[src/rtl/core/clru_pkg.sv]
`timescale 1ns / 1ps
// ----------------------------------------------------------------------------
// clru_pkg: shared types and constants of the word-read lookup cache
// Item layouts, register indexes, result kinds and fixed field widths.
// ----------------------------------------------------------------------------
package clru_pkg;

  localparam int unsigned Ways       = 4;
  localparam int unsigned WayW       = 2;
  localparam int unsigned BlockWords = 8;
  localparam int unsigned OffW       = 3;
  localparam int unsigned TagW       = 30;
  localparam int unsigned StampW     = 32;
  localparam int unsigned CntW       = 32;
  localparam int unsigned AddrW      = 32;
  localparam int unsigned DataW      = 32;
  localparam int unsigned CfgIdxW    = 2;
  localparam int unsigned CfgDataW   = 8;

  // Configuration register indexes.
  localparam logic [CfgIdxW-1:0] CfgMode      = 2'd0;
  localparam logic [CfgIdxW-1:0] CfgBlockBits = 2'd1;
  localparam logic [CfgIdxW-1:0] CfgSetBits   = 2'd2;

  // Cache organization.
  localparam logic ModeDirect = 1'b0;
  localparam logic ModeAssoc  = 1'b1;

  localparam logic [3:0] SetBitsReset = 4'd4;

  // Input item functions.
  localparam logic FuncLookup = 1'b0;
  localparam logic FuncFill   = 1'b1;

  // Result kinds.
  localparam logic [1:0] KindHit  = 2'd0;
  localparam logic [1:0] KindFill = 2'd1;
  localparam logic [1:0] KindDone = 2'd2;

  typedef struct packed {
    logic             func;
    logic [AddrW-1:0] addr;
    logic [DataW-1:0] fill_word;
  } in_item_t;

  typedef struct packed {
    logic [1:0]       kind;
    logic [DataW-1:0] read_word;
    logic [AddrW-1:0] fill_base;
    logic [3:0]       fill_count;
    logic             cold_miss;
    logic [CntW-1:0]  ref_total;
    logic [CntW-1:0]  hit_total;
    logic [CntW-1:0]  miss_total;
    logic [CntW-1:0]  cold_total;
    logic [CntW-1:0]  hot_total;
  } out_item_t;

  typedef struct packed {
    logic [CfgIdxW-1:0]  index;
    logic [CfgDataW-1:0] value;
  } cfg_wr_t;

  // Way choice for one set in four-way mode.
  typedef struct packed {
    logic            hit;
    logic [WayW-1:0] hit_way;
    logic            cold;
    logic [WayW-1:0] victim_way;
  } way_sel_t;

endpackage

[src/rtl/core/clru_way_sel.sv]
`timescale 1ns / 1ps
// ----------------------------------------------------------------------------
// clru_way_sel: hit and victim selection for one four-way set
// Lowest matching way hits; on a miss the highest invalid way is taken,
// else the way with the smallest stamp, lowest way on ties.
// ----------------------------------------------------------------------------
module clru_way_sel (
  input  logic [clru_pkg::Ways-1:0]                        valid_i,
  input  logic [clru_pkg::Ways-1:0]                        match_i,
  input  logic [clru_pkg::Ways-1:0][clru_pkg::StampW-1:0]  stamp_i,
  output clru_pkg::way_sel_t                               sel_o
);

  always_comb begin
    logic [clru_pkg::StampW-1:0] oldest;
    logic [clru_pkg::WayW-1:0]   old_way;
    logic [clru_pkg::WayW-1:0]   inval_way;
    sel_o     = '0;
    oldest    = stamp_i[0];
    old_way   = '0;
    inval_way = '0;
    for (int w = 0; w < clru_pkg::Ways; w++) begin
      if (!sel_o.hit && match_i[w]) begin
        sel_o.hit     = 1'b1;
        sel_o.hit_way = clru_pkg::WayW'(w);
      end
      if (!valid_i[w]) begin
        sel_o.cold = 1'b1;
        inval_way  = clru_pkg::WayW'(w);
      end
      if (stamp_i[w] < oldest) begin
        oldest  = stamp_i[w];
        old_way = clru_pkg::WayW'(w);
      end
    end
    sel_o.victim_way = sel_o.cold ? inval_way : old_way;
  end

endmodule

[config.mk]
export PLATFORM = sky130hd
export DESIGN_NAME = clru_way_sel
export DESIGN_NICKNAME = d
export VERILOG_FILES = /design/src/rtl/core/clru_pkg.sv /design/src/rtl/core/clru_way_sel.sv
export SDC_FILE = /design/constraint.sdc
export NUM_CORES = 1
export LEC_CHECK = 0
export BUFFER_PORTS_ARGS = -buffer_cell sky130_fd_sc_hd__buf_4
export CAP_MARGIN = 40
export CORE_ASPECT_RATIO = 0.8
export CORE_MARGIN = 1.5
export CORE_UTILIZATION = 50
export DETAILED_ROUTE_END_ITERATION = 10
export PLACE_DENSITY = 0.87
export SLEW_MARGIN = 25
export SYNTH_ARGS = -nofsm -noshare
export SYNTH_HDL_FRONTEND = slang
export SYNTH_SLANG_ARGS = --single-unit
[constraint.sdc]
create_clock -name vclk -period 15.11
set_clock_uncertainty 0.2 [all_clocks]
set_input_delay 0.7555 -clock vclk [all_inputs]
set_output_delay 0.7555 -clock vclk [all_outputs]
set_load 0.05 [all_outputs]
Word level (Yosys, flattened, before mapping)
Cells that the tools add are included.
{"block": "word_totals", "register_bits": 0, "inputBits": 136, "wordCells": 26, "output_inout_bits": 6}
{"block": "op_classes", "reduce_logical": 6, "order_cmp": 3, "muxes": 17}
{"op": "< comparator 32 bit", "n": 3}
{"op": "2-to-1 mux 32 bit", "n": 2}
{"op": "2-to-1 mux 3 bit", "n": 4}
{"op": "2-to-1 mux 2 bit", "n": 5}
{"op": "2-to-1 mux 1 bit", "n": 6}
{"op": "logical AND 1 bit", "n": 3}
{"op": "logical NOT 1 bit", "n": 3}

Longest topological paths before layout
Gate-level depths: netlist of run 1.
{"block": "logic_depth", "ltp_word": 10, "mapped_depth": 28, "mapped_depth_nobuf": 26}

Worst setup path before layout of run 1
OpenSTA, ideal clock, no wires.
{"block": "synth_path", "path_type": "input -> output", "start": "in stamp_i[22] (netlist name)", "end": "out sel_o[1] (netlist name)", "required_ns": 14.155, "n_path_buf": 2, "arrival_ns": 6.667, "path_slack_ns": 7.487, "stages": 27, "cell_sequence": "inv_1 > ha_1 > nand4_1 > nor4_2 > nand2_1 > o22ai_2 > nor2_2 > o21ai_4 > clkbuf_4 > mux2i_1 > ha_1 > a2111oi_0 > a221oi_1 > nor4b_1 > o21ai_2 > a21oi_4 > buf_6 > mux2_4 > ha_1 > a2111oi_0 > a211oi_1 > o21ai_0 > nand3_1 > o211ai_1 > or3_1 > nand3_1 > o2111ai_1"}
{"item": "start: declaration", "line_no": "clru_way_sel.sv:10", "text": "input logic [clru_pkg::Ways-1:0][clru_pkg::StampW-1:0] stamp_i,"}
{"item": "end: declaration", "line_no": "clru_way_sel.sv:11", "text": "output clru_pkg::way_sel_t sel_o"}

==> summary.md, run 1 <==
| Metric | Value |
|---|---|
| Status | `finished, final reports clean` |
| Crit path kind | `input port to output port` |
| Slowest cell delay on critical path | `0.62 ns` |
| Post-CTS setup buffer count | `0` |
| Worst path required time | `14.15 ns` |
| Pre-CTS setup slack | `5.777 ns` |
| Vias in the first global route | `3,568` |
| ANT nets after route | `0` |
| Pwr Density | `43.62 nW/um^2` |
| Post-route setup slack | `5.658 ns` |
| Final min period | `9.452 ns` |
| Synth-to-layout area growth | `33.85%` |
| Crit path DAT | `8.50 ns` |
| Die height | `76.08 um` |
| Total track usage | `0.2549` |
| Total length of routed wires | `9.429 mm` |
| Site Rows | `26` |
| Largest net degree at the start of global routing | `18` |
| DP HPWL | `8.609 mm` |
| Peak supply drop | `0.02348 mV` |
| Hold buffers post-CTS | `0` |
| DRC | `0` |
| # resized after CTS | `0` |
| Post-Route Utilization | `0.6972` |
| Maximum clock rate | `105.8 MHz` |
| Max_slew headroom | `0.4954` |
| Worst Max-Slew Pin Slew | `0.7541 ns` |
| Clk_buf instances | `0` |
| Syn Area/Cell | `8.202 sq um` |
| Leak Pwr | `2.543 nW` |
| Io pins | `142` |
| Post-DR wirelength/cell | `14.99 um` |
| Final Hold Vio Count | `0` |
| Slew Viols, Final | `0` |
| Initial Utilization | `0.5209` |
| Placeable Area | `6409 sq um` |
| Final GP Congestion | `0.9365` |
| Share of cells above drive strength 1 | `0.3450` |
| Ys Warns | `0` |
| Vias | `3,520` |
| Crit path max fanout | `17` |
| Yosys top cell area share | `0.3486` |
| Seq_cells | `0` |
| Inst Count DP | `629` |
| Worst setup EP type | `output port` |
| # diodes | `0` |
| Post-synth net total | `636` |
| Post-synthesis cell type count | `48` |
| Crit-path slowest cell | `o21ai_4` |
| Register Area | `0 sq um` |
| Layout net count | `776` |
| Vias/cell | `5.596` |
| Layout fillers | `536` |
| Die area | `7179 sq um` |
| First-pass GRT wire length | `15.24 mm` |
| Post-route clock period utilization | `0.6256` |
| Synthesized area | `3338 sq um` |
| Port Buffers | `142` |
| Final std cells w/o fill | `629` |
| Max-Cap Viols | `0` |
| Hold Path Class | `input port to output port` |
| Seq/Total Area, Yosys | `0` |
| Initial drt markers | `125` |
| DRT Pass-1 Iters | `4` |
| GR Overflow Total | `0` |
| Largest area contributor in the netlist | `ha_1` |
| CP startpoint kind | `input port` |
| Most used cell, CP | `buf_4` |
| Die W | `94.36 um` |
| Multi-input logic area | `3023 sq um` |
| RSZ-0062 raised after global routing | `no` |
| Synth area leaders | `ha_1, mux2_4, mux2i_1` |
| Initial antenna violation count | `0` |
| Final TNS setup | `0 ns` |
| Finish-stage setup viols | `0` |
| Mapped Cells | `407` |
[worst paths after layout]
path / start / to / cells after the start
min: match_i[0] / sel_o[3] / 3
max: stamp_i[23] / sel_o[1] / 30
[critical path: cells and delay by family]
family / cells / cell delay, ns
AND/OR/NAND/NOR: 12 / 2.77
adder cells (fa/ha/maj): 3 / 0.92
multiplexers: 2 / 0.62
AO/OA/AOI/OAI: 8 / 2.21
buffers and inverters: 5 / 1.18
[synthesized netlist by cell type, types with 2 or more instances]
cell	count
o21ai_0	14
nand4_1	13
and4_1	6
o2111ai_1	2
nand2_1	27
o21ai_1	4
clkbuf_4	3
a21oi_1	32
mux2i_1	31
inv_1	68
o211ai_1	2
o21a_1	2
a211oi_1	5
a2111oi_0	3
ha_1	93
buf_6	3
nor3_1	7
nand3_1	11
nor2_1	12
nor2b_1	2
a21o_1	9
a211o_1	2
mux2_4	31
[through the flow]
| step | power, W | hold WS [ns] | cell area [sq um] |
|---|---|---|---|
| 2_1_floorplan | 0.0001326 | 1.487 | 3338 |
| 3_3_place_gp | 0.0001846 | 1.612 | 4468 |
| 3_5_place_dp | 0.0001933 | 1.618 | 4468 |
| 4_1_cts | 0.0001943 | 1.619 | 4468 |
| 5_1_grt | 0.0002156 | 1.626 | 4468 |
| 6_report | 0.0001949 | 1.619 | 4468 |
[report_power, final]
part | internal [W] | switching (W) | leakage (nW) | total, W
clock network | 0 | 0 | 0 | 0
logic | 0.000101 | 0.0000942 | 2.54 | 0.000195
registers | 0 | 0 | 0 | 0
[logic make-up after synthesis]
| group | share of synthesized area |
|---|---|
| simple gates | 0.1368 |
| mux | 0.2358 |
| compound gates | 0.1844 |
| fa+ha+maj | 0.3486 |
| buf+inv | 0.09445 |
[cell usage in the layout, fill, tap and decap left out, types with 2 or more instances in the layout]
| cell type | instances |
|---|---|
| a2111oi_0 | 3 |
| a211o_1 | 2 |
| a211oi_1 | 5 |
| a21o_1 | 9 |
| a21oi_1 | 32 |
| and4_1 | 6 |
| buf_4 | 144 |
| ha_1 | 93 |
| inv_1 | 68 |
| mux2_4 | 31 |
| mux2i_1 | 31 |
| nand2_1 | 27 |
| nand3_1 | 11 |
| nand4_1 | 13 |
| nor2_1 | 12 |
| nor2b_1 | 2 |
| nor3_1 | 7 |
| o2111ai_1 | 2 |
| o211ai_1 | 2 |
| o21a_1 | 2 |
| o21ai_0 | 14 |
| o21ai_1 | 4 |
[per-layer routing]
layer  share of wire  global-route usage
met4          0.0090             0.03284
met1            0.43              0.3200
met5               0                   0
met2            0.49              0.4820
met3           0.071             0.01297
[cell type report]
class,count,share of cell area
Timing Repair Buffer,144,0.2419
Inverter,69,0.05797
Tap cell,84,0.02352
Multi-Input combinational cell,332,0.6766
No activity file was read; power rests on OpenSTA's default activity.
==> run 2, diff against run 1 <==
--- a/config.mk
+++ b/config.mk
@@ -5,13 +5,14 @@
 export SDC_FILE = /design/constraint.sdc
 export NUM_CORES = 1
 export LEC_CHECK = 0
+export ABC_AREA = 1
 export BUFFER_PORTS_ARGS = -buffer_cell sky130_fd_sc_hd__buf_4
 export CAP_MARGIN = 40
 export CORE_ASPECT_RATIO = 0.8
 export CORE_MARGIN = 1.5
-export CORE_UTILIZATION = 50
+export CORE_UTILIZATION = 45
 export DETAILED_ROUTE_END_ITERATION = 10
-export PLACE_DENSITY = 0.87
+export PLACE_DENSITY = 0.86
 export SLEW_MARGIN = 25
 export SYNTH_ARGS = -nofsm -noshare
 export SYNTH_HDL_FRONTEND = slang
==> constraint.sdc (replaced) <==
create_clock -name vclk -period 7.65
set_clock_uncertainty 0.2 [all_clocks]
set_input_delay 0.3825 -clock vclk [all_inputs]
set_output_delay 0.3825 -clock vclk [all_outputs]
set_load 0.05 [all_outputs]
==> run 2 against run 1 <==
  * Flip-flop and latch count did not move
  * Hold slack got worse by 0.75 ns
  * Die area fell by 4.1%
  * Via count is 0.88% higher
  * Clock-buffer cell count did not move
==> summary.md, run 2 <==
| Metric | Value |
|---|---|
| Total track usage | `0.2322 (-0.02275)` |
| WHS Path Cells | `3 (unchanged)` |
| Synth-to-layout area growth | `39.87%` |
| Hold buffers post-CTS | `0 (unchanged)` |
| Max-Cap Viols | `0 (unchanged)` |
| Max_slew headroom | `0.6340 (+0.1387)` |
| Vias | `3,551 (+0.88%)` |
| ANT nets after route | `0 (unchanged)` |
| Initial antenna violation count | `0 (unchanged)` |
| Total length of routed wires | `8.072 mm (-14%)` |
| Most used cell, CP | `nand2_1` |
| Port Buffers | `142 (unchanged)` |
| Crit-path slowest cell | `nor4_1` |
| Syn Area/Cell | `6.020 sq um (-27%)` |
| Slowest cell delay on critical path | `0.44 ns (-0.18 ns)` |
| Pwr Density | `87.74 nW/um^2 (+100%)` |
| Most common cell after layout, fill and taps aside | `nand2_1` |
| Finish-stage setup viols | `0 (unchanged)` |
| RSZ-0062 raised after global routing | `no` |
| Synth cell count leaders | `nand2_1, ha_1, o21ai_0` |
| Total power | `0.0003532 W (+81%)` |
| Crit path max fanout | `63 (+46)` |
| DP HPWL | `7.266 mm (-16%)` |
| # resized after CTS | `0 (unchanged)` |
| Vias in the first global route | `3,321 (-6.9%)` |
| Placeable Area | `6037 sq um (-5.8%)` |
| CP startpoint kind | `input port` |
| Site Rows | `25 (-3.8%)` |
| Worst path required time | `7.07 ns (-7.08 ns)` |
| Maximum clock rate | `158.6 MHz` |
| Die height | `74.53 um (-2.0%)` |
| Post-synth net total | `707 (+11%)` |
| Leak Pwr | `2.269 nW (-11%)` |
| Largest area contributor in the netlist | `ha_1` |
| Final min period | `6.306 ns` |
| Post-route clock period utilization | `0.8243` |
| Peak supply drop | `0.04740 mV (+100%)` |
| Share of cells above drive strength 1 | `0.2516 (-0.09331)` |
| Most common cell in the netlist | `nand2_1` |
| GR Overflow Total | `0 (unchanged)` |
| Post-CTS setup buffer count | `0 (unchanged)` |
| Synthesized area | `2878 sq um (-14%)` |
| Worst setup EP type | `output port` |
| Post-DR wirelength/cell | `11.72 um (-22%)` |
| Layout net count | `839 (+8.1%)` |
| Initial drt markers | `106 (-15%)` |
| Die area | `6886 sq um (-4.1%)` |
| Mapped Cells | `478 (+17%)` |
| DRC | `0 (unchanged)` |
| Io pins | `142 (unchanged)` |
| Worst Max-Slew Pin Slew | `0.5439 ns (-0.2102 ns)` |
| Seq_cells | `0 (unchanged)` |
| Clk_buf instances | `0 (unchanged)` |
| Hold path startpoint | `match_i[0]` |
| Status | `finished, final reports clean` |
| # diodes | `0 (unchanged)` |
| Final Hold Vio Count | `0 (unchanged)` |
| Final instance area | `4025 sq um (-9.9%)` |
| Layout fillers | `564 (+5.2%)` |
| Seq/Total Area, Yosys | `0 (unchanged)` |
| Worst setup path start | `stamp_i[19]` |
| Hold_ws | `0.8686 ns (-0.7505 ns)` |
| Post-synthesis cell type count | `25 (-48%)` |
| Dpl cell area | `4025 sq um (-9.9%)` |
| First-pass GRT wire length | `13.55 mm (-11%)` |
| Synth area leaders | `ha_1, nand2_1, o21ai_0` |
| Largest net degree at the start of global routing | `64 (+46)` |
| Vias/cell | `5.154 (-7.9%)` |
| Final TNS setup | `0 ns (unchanged)` |
| Hold Path Class | `input port to output port` |
| Yosys top cell area share | `0.4043 (+0.05577)` |
| Final GP Congestion | `0.8546 (-8.7%)` |
| Leading cell types in the layout, fill and taps excluded | `nand2_1, buf_4, ha_1` |
| Crit path DAT | `5.72 ns (-2.78 ns)` |
| Ys Warns | `0 (unchanged)` |
| Hold Path End | `sel_o[3]` |
| DRT Pass-1 Iters | `5 (+1)` |
| Die W | `92.41 um (-2.1%)` |
| Initial Utilization | `0.4767 (-0.04421)` |
| Slew Viols, Final | `0 (unchanged)` |
| Post-Route Utilization | `0.6667 (-0.03045)` |
| Register Area | `0 sq um (unchanged)` |
| Crit path kind | `input port to output port` |
==> run 2: worst max path at each step <==
stage                           to  slack (ns)  cells past startpoint
final                     sel_o[0]        1.34                     33
after global routing      sel_o[0]        0.56                     35
after detailed placement  sel_o[0]        1.43                     33
after floorplan           sel_o[1]        2.51                     37
after global placement    sel_o[1]        1.34                     32
after CTS                 sel_o[0]        1.41                     33
==> run 2: routing by layer <==
metal / wire, um / GRT usage
met1: 3901 / 0.3037
met2: 3677 / 0.4420
met3: 470 / 0.01738
met4: 23 / 0.006838
met5: 0 / 0
==> run 2: through the flow <==
stage	cells	setup WS [ns]
floorplan	478	2.512
global placement	688	1.344
detailed placement	689	1.429
CTS	689	1.406
global route	689	0.5640
finish	689	1.344
==> run 2: logic make-up after synthesis <==
kind of cell,after synthesis,share of synthesized area
fa+ha+maj,93,0.4043
buf+inv,68,0.08912
simple gates,194,0.2748
compound gates,123,0.2317
==> run 2: area by class of cell <==
cell class | count | area, sq um | area share
multi-input cells | 410 | 2624 | 0.6519
well taps | 81 | 101.3 | 0.02518
repair buffers | 143 | 1094 | 0.2717
inverters | 55 | 206.4 | 0.05129
==> run 2: worst max-delay path: cells and delay by family <==
family                   cells  cell delay (ns)
adder cells (fa/ha/maj)      3             0.85
AND/OR/NAND/NOR             16             2.26
AO/OA/AOI/OAI                9             1.46
buffers and inverters        5             0.75
==> run 2: power by group <==
group	internal, W	leakage [nW]	switching (W)
registers	0	0	0
clock network	0	0	0
logic	0.000159	2.27	0.000194
==> run 3, diff against run 2 <==
--- a/config.mk
+++ b/config.mk
@@ -5,14 +5,14 @@
 export SDC_FILE = /design/constraint.sdc
 export NUM_CORES = 1
 export LEC_CHECK = 0
-export ABC_AREA = 1
+export ABC_AREA = 0
 export BUFFER_PORTS_ARGS = -buffer_cell sky130_fd_sc_hd__buf_4
 export CAP_MARGIN = 40
 export CORE_ASPECT_RATIO = 0.8
 export CORE_MARGIN = 1.5
-export CORE_UTILIZATION = 45
+export CORE_UTILIZATION = 46
 export DETAILED_ROUTE_END_ITERATION = 10
-export PLACE_DENSITY = 0.86
+export PLACE_DENSITY = 0.85
 export SLEW_MARGIN = 25
 export SYNTH_ARGS = -nofsm -noshare
 export SYNTH_HDL_FRONTEND = slang
==> constraint.sdc (replaced) <==
create_clock -name vclk -period 5.7
set_clock_uncertainty 0.2 [all_clocks]
set_input_delay 0.285 -clock vclk [all_inputs]
set_output_delay 0.285 -clock vclk [all_outputs]
set_load 0.05 [all_outputs]
==> run 3 against run 2 <==
  * The flow now finishes with violations (negative setup slack)
  * Design area increased by 53%
  * Power increased by 140%
  * Worst setup slack worse by 2.8 ns
  * Via count is 27% higher
  * Critical endpoint is now sel_o[1]
  * Non-clock buffer count rose by 110
  * Final cell count up 7.5%
  * Critical path depth down 1
  * Sequential share of layout area is the same
  * Hold slack lost 0.20 ns
  * Clock-buffer cell count did not move
  * Global-route usage rose by 6.6 points
==> summary.md, run 3 (synthesis gave the netlist of run 1 again) <==
| Metric | Value |
|---|---|
| Die height | `79.20 um (+6.3%)` |
| Vias | `4,516 (+27%)` |
| Initial drt markers | `280 (+160%)` |
| Layout net count | `885 (+5.5%)` |
| Die area | `7780 sq um (+13%)` |
| DRT Pass-1 Iters | `5 (unchanged)` |
| Post-DR wirelength/cell | `21.78 um (+86%)` |
| Maximum clock rate | `139.4 MHz` |
| Total length of routed wires | `16.14 mm (+100%)` |
| ANT nets after route | `0 (unchanged)` |
| Failing checks | `negative setup slack` |
| Slew Viols, Final | `0 (unchanged)` |
| Status | `finished with violations` |
| Slowest cell delay on critical path | `0.39 ns (-0.05 ns)` |
| Crit path DAT | `6.69 ns (+0.97 ns)` |
| DP HPWL | `9.753 mm (+34%)` |
| Seq_cells | `0 (unchanged)` |
| Worst path required time | `5.22 ns (-1.85 ns)` |
| Clk_buf instances | `0 (unchanged)` |
| Post-route clock period utilization | `1.259` |
| Vias in the first global route | `4,376 (+32%)` |
| Io pins | `142 (unchanged)` |
| Site Rows | `27 (+8.0%)` |
| Most used cell, CP | `nand4_1` |
| Crit path kind | `input port to output port` |
| Leak Pwr | `3.176 nW (+40%)` |
| Final GP Congestion | `0.8648 (+1.2%)` |
| Hold buffers post-CTS | `0 (unchanged)` |
| Crit-path slowest cell | `or3_4` |
| Port Buffers | `142 (unchanged)` |
| Finish-stage setup viols | `2 (+2)` |
| Placeable Area | `6959 sq um (+15%)` |
| Initial antenna violation count | `0 (unchanged)` |
| Largest net degree at the start of global routing | `11 (-83%)` |
| DRC | `0 (unchanged)` |
| Total track usage | `0.2986 (+0.06642)` |
| Die W | `98.24 um (+6.3%)` |
| Crit path max fanout | `7 (-89%)` |
| Register Area | `0 sq um (unchanged)` |
| Layout fillers | `286 (-49%)` |
| Most common cell after layout, fill and taps aside | `buf_4` |
| First-pass GRT wire length | `19.12 mm (+41%)` |
| Pwr Density | `140.0 nW/um^2 (+60%)` |
| Peak supply drop | `0.07680 mV (+62%)` |
| Leading cell types in the layout, fill and taps excluded | `buf_4, ha_1, inv_1` |
| RSZ-0062 raised after global routing | `yes` |
| Final Hold Vio Count | `0 (unchanged)` |
| Hold Path Class | `input port to output port` |
| Share of cells above drive strength 1 | `0.5673 (+0.3156)` |
| Worst Max-Slew Pin Slew | `0.4392 ns (-0.1047 ns)` |
| Post-route setup slack | `-1.474 ns (-2.818 ns)` |
| Final min period | `7.174 ns` |
| Worst setup EP type | `output port` |
| CP startpoint kind | `input port` |
| Initial Utilization | `0.4797 (+0.003000)` |
| Max-Cap Viols | `0 (unchanged)` |
| Pre-CTS setup slack | `-1.246 ns (-2.675 ns)` |
| Final TNS setup | `-2.869 ns (-2.869 ns)` |
| Vias/cell | `6.094 (+18%)` |
| GR Overflow Total | `0 (unchanged)` |
| Synth-to-layout area growth | `84.90%` |
| # diodes | `0 (unchanged)` |
| Max_slew headroom | `0.7064 (+0.07241)` |
[run 3: layout make-up]
| type | instances | area, sq um | share of cell area |
|---|---|---|---|
| Tap cell | 87 | 108.9 | 0.01764 |
| Inverter | 69 | 279.0 | 0.04521 |
| Timing Repair Buffer | 253 | 2083 | 0.3375 |
| Multi-Input combinational cell | 332 | 3701 | 0.5996 |
[run 3: through the flow]
stage          std cells  hold slack [ns]  instance area [sq um]    util  total power (W)
3_3_place_gp         711           0.6700                   5279  0.7585        0.0006092
4_1_cts              726           0.6751                   5622  0.8078        0.0007156
2_1_floorplan        407           0.5035                   3527       -        0.0003758
3_5_place_dp         711           0.6760                   5279  0.7585        0.0006441
5_1_grt              741           0.6877                   6172  0.8869        0.0009096
6_report             741           0.6729                   6172  0.8869        0.0008643
[run 3: report_power, final]
group          switching (W)  total, W  internal [W]
combinational       0.000399  0.000864      0.000466
sequential                 0         0             0
clock                      0         0             0
[run 3: timing repair]
action,CTS,global route
buffers inserted,13,18
gates cloned,2,0
pin swaps,21,36
endpoints found under the setup margin,2,2
gates resized for setup,34,73
[run 3: final timing paths]
path	start	endpoint	cells past startpoint
setup / recovery	stamp_i[22]	sel_o[1]	32
hold / removal	match_i[0]	sel_o[3]	3
[run 3: worst max-delay path: cells and delay by family]
| kind | cells | cell delay [ns] |
|---|---|---|
| and+or+nand+nor | 14 | 2.91 |
| buffers and inverters | 7 | 0.99 |
| adders and majority gates | 3 | 0.85 |
| muxes | 2 | 0.64 |
| AOI/OAI and AO/OA | 6 | 0.96 |
[run 3: per-layer routing]
layer	track usage	vias to the layer above	routed length, um
met5	0	-	0
met4	0.08873	0	1105
met3	0.03609	115	1351
met2	0.5793	347	7815
met1	0.3421	2053	5864
li1	-	2001	-
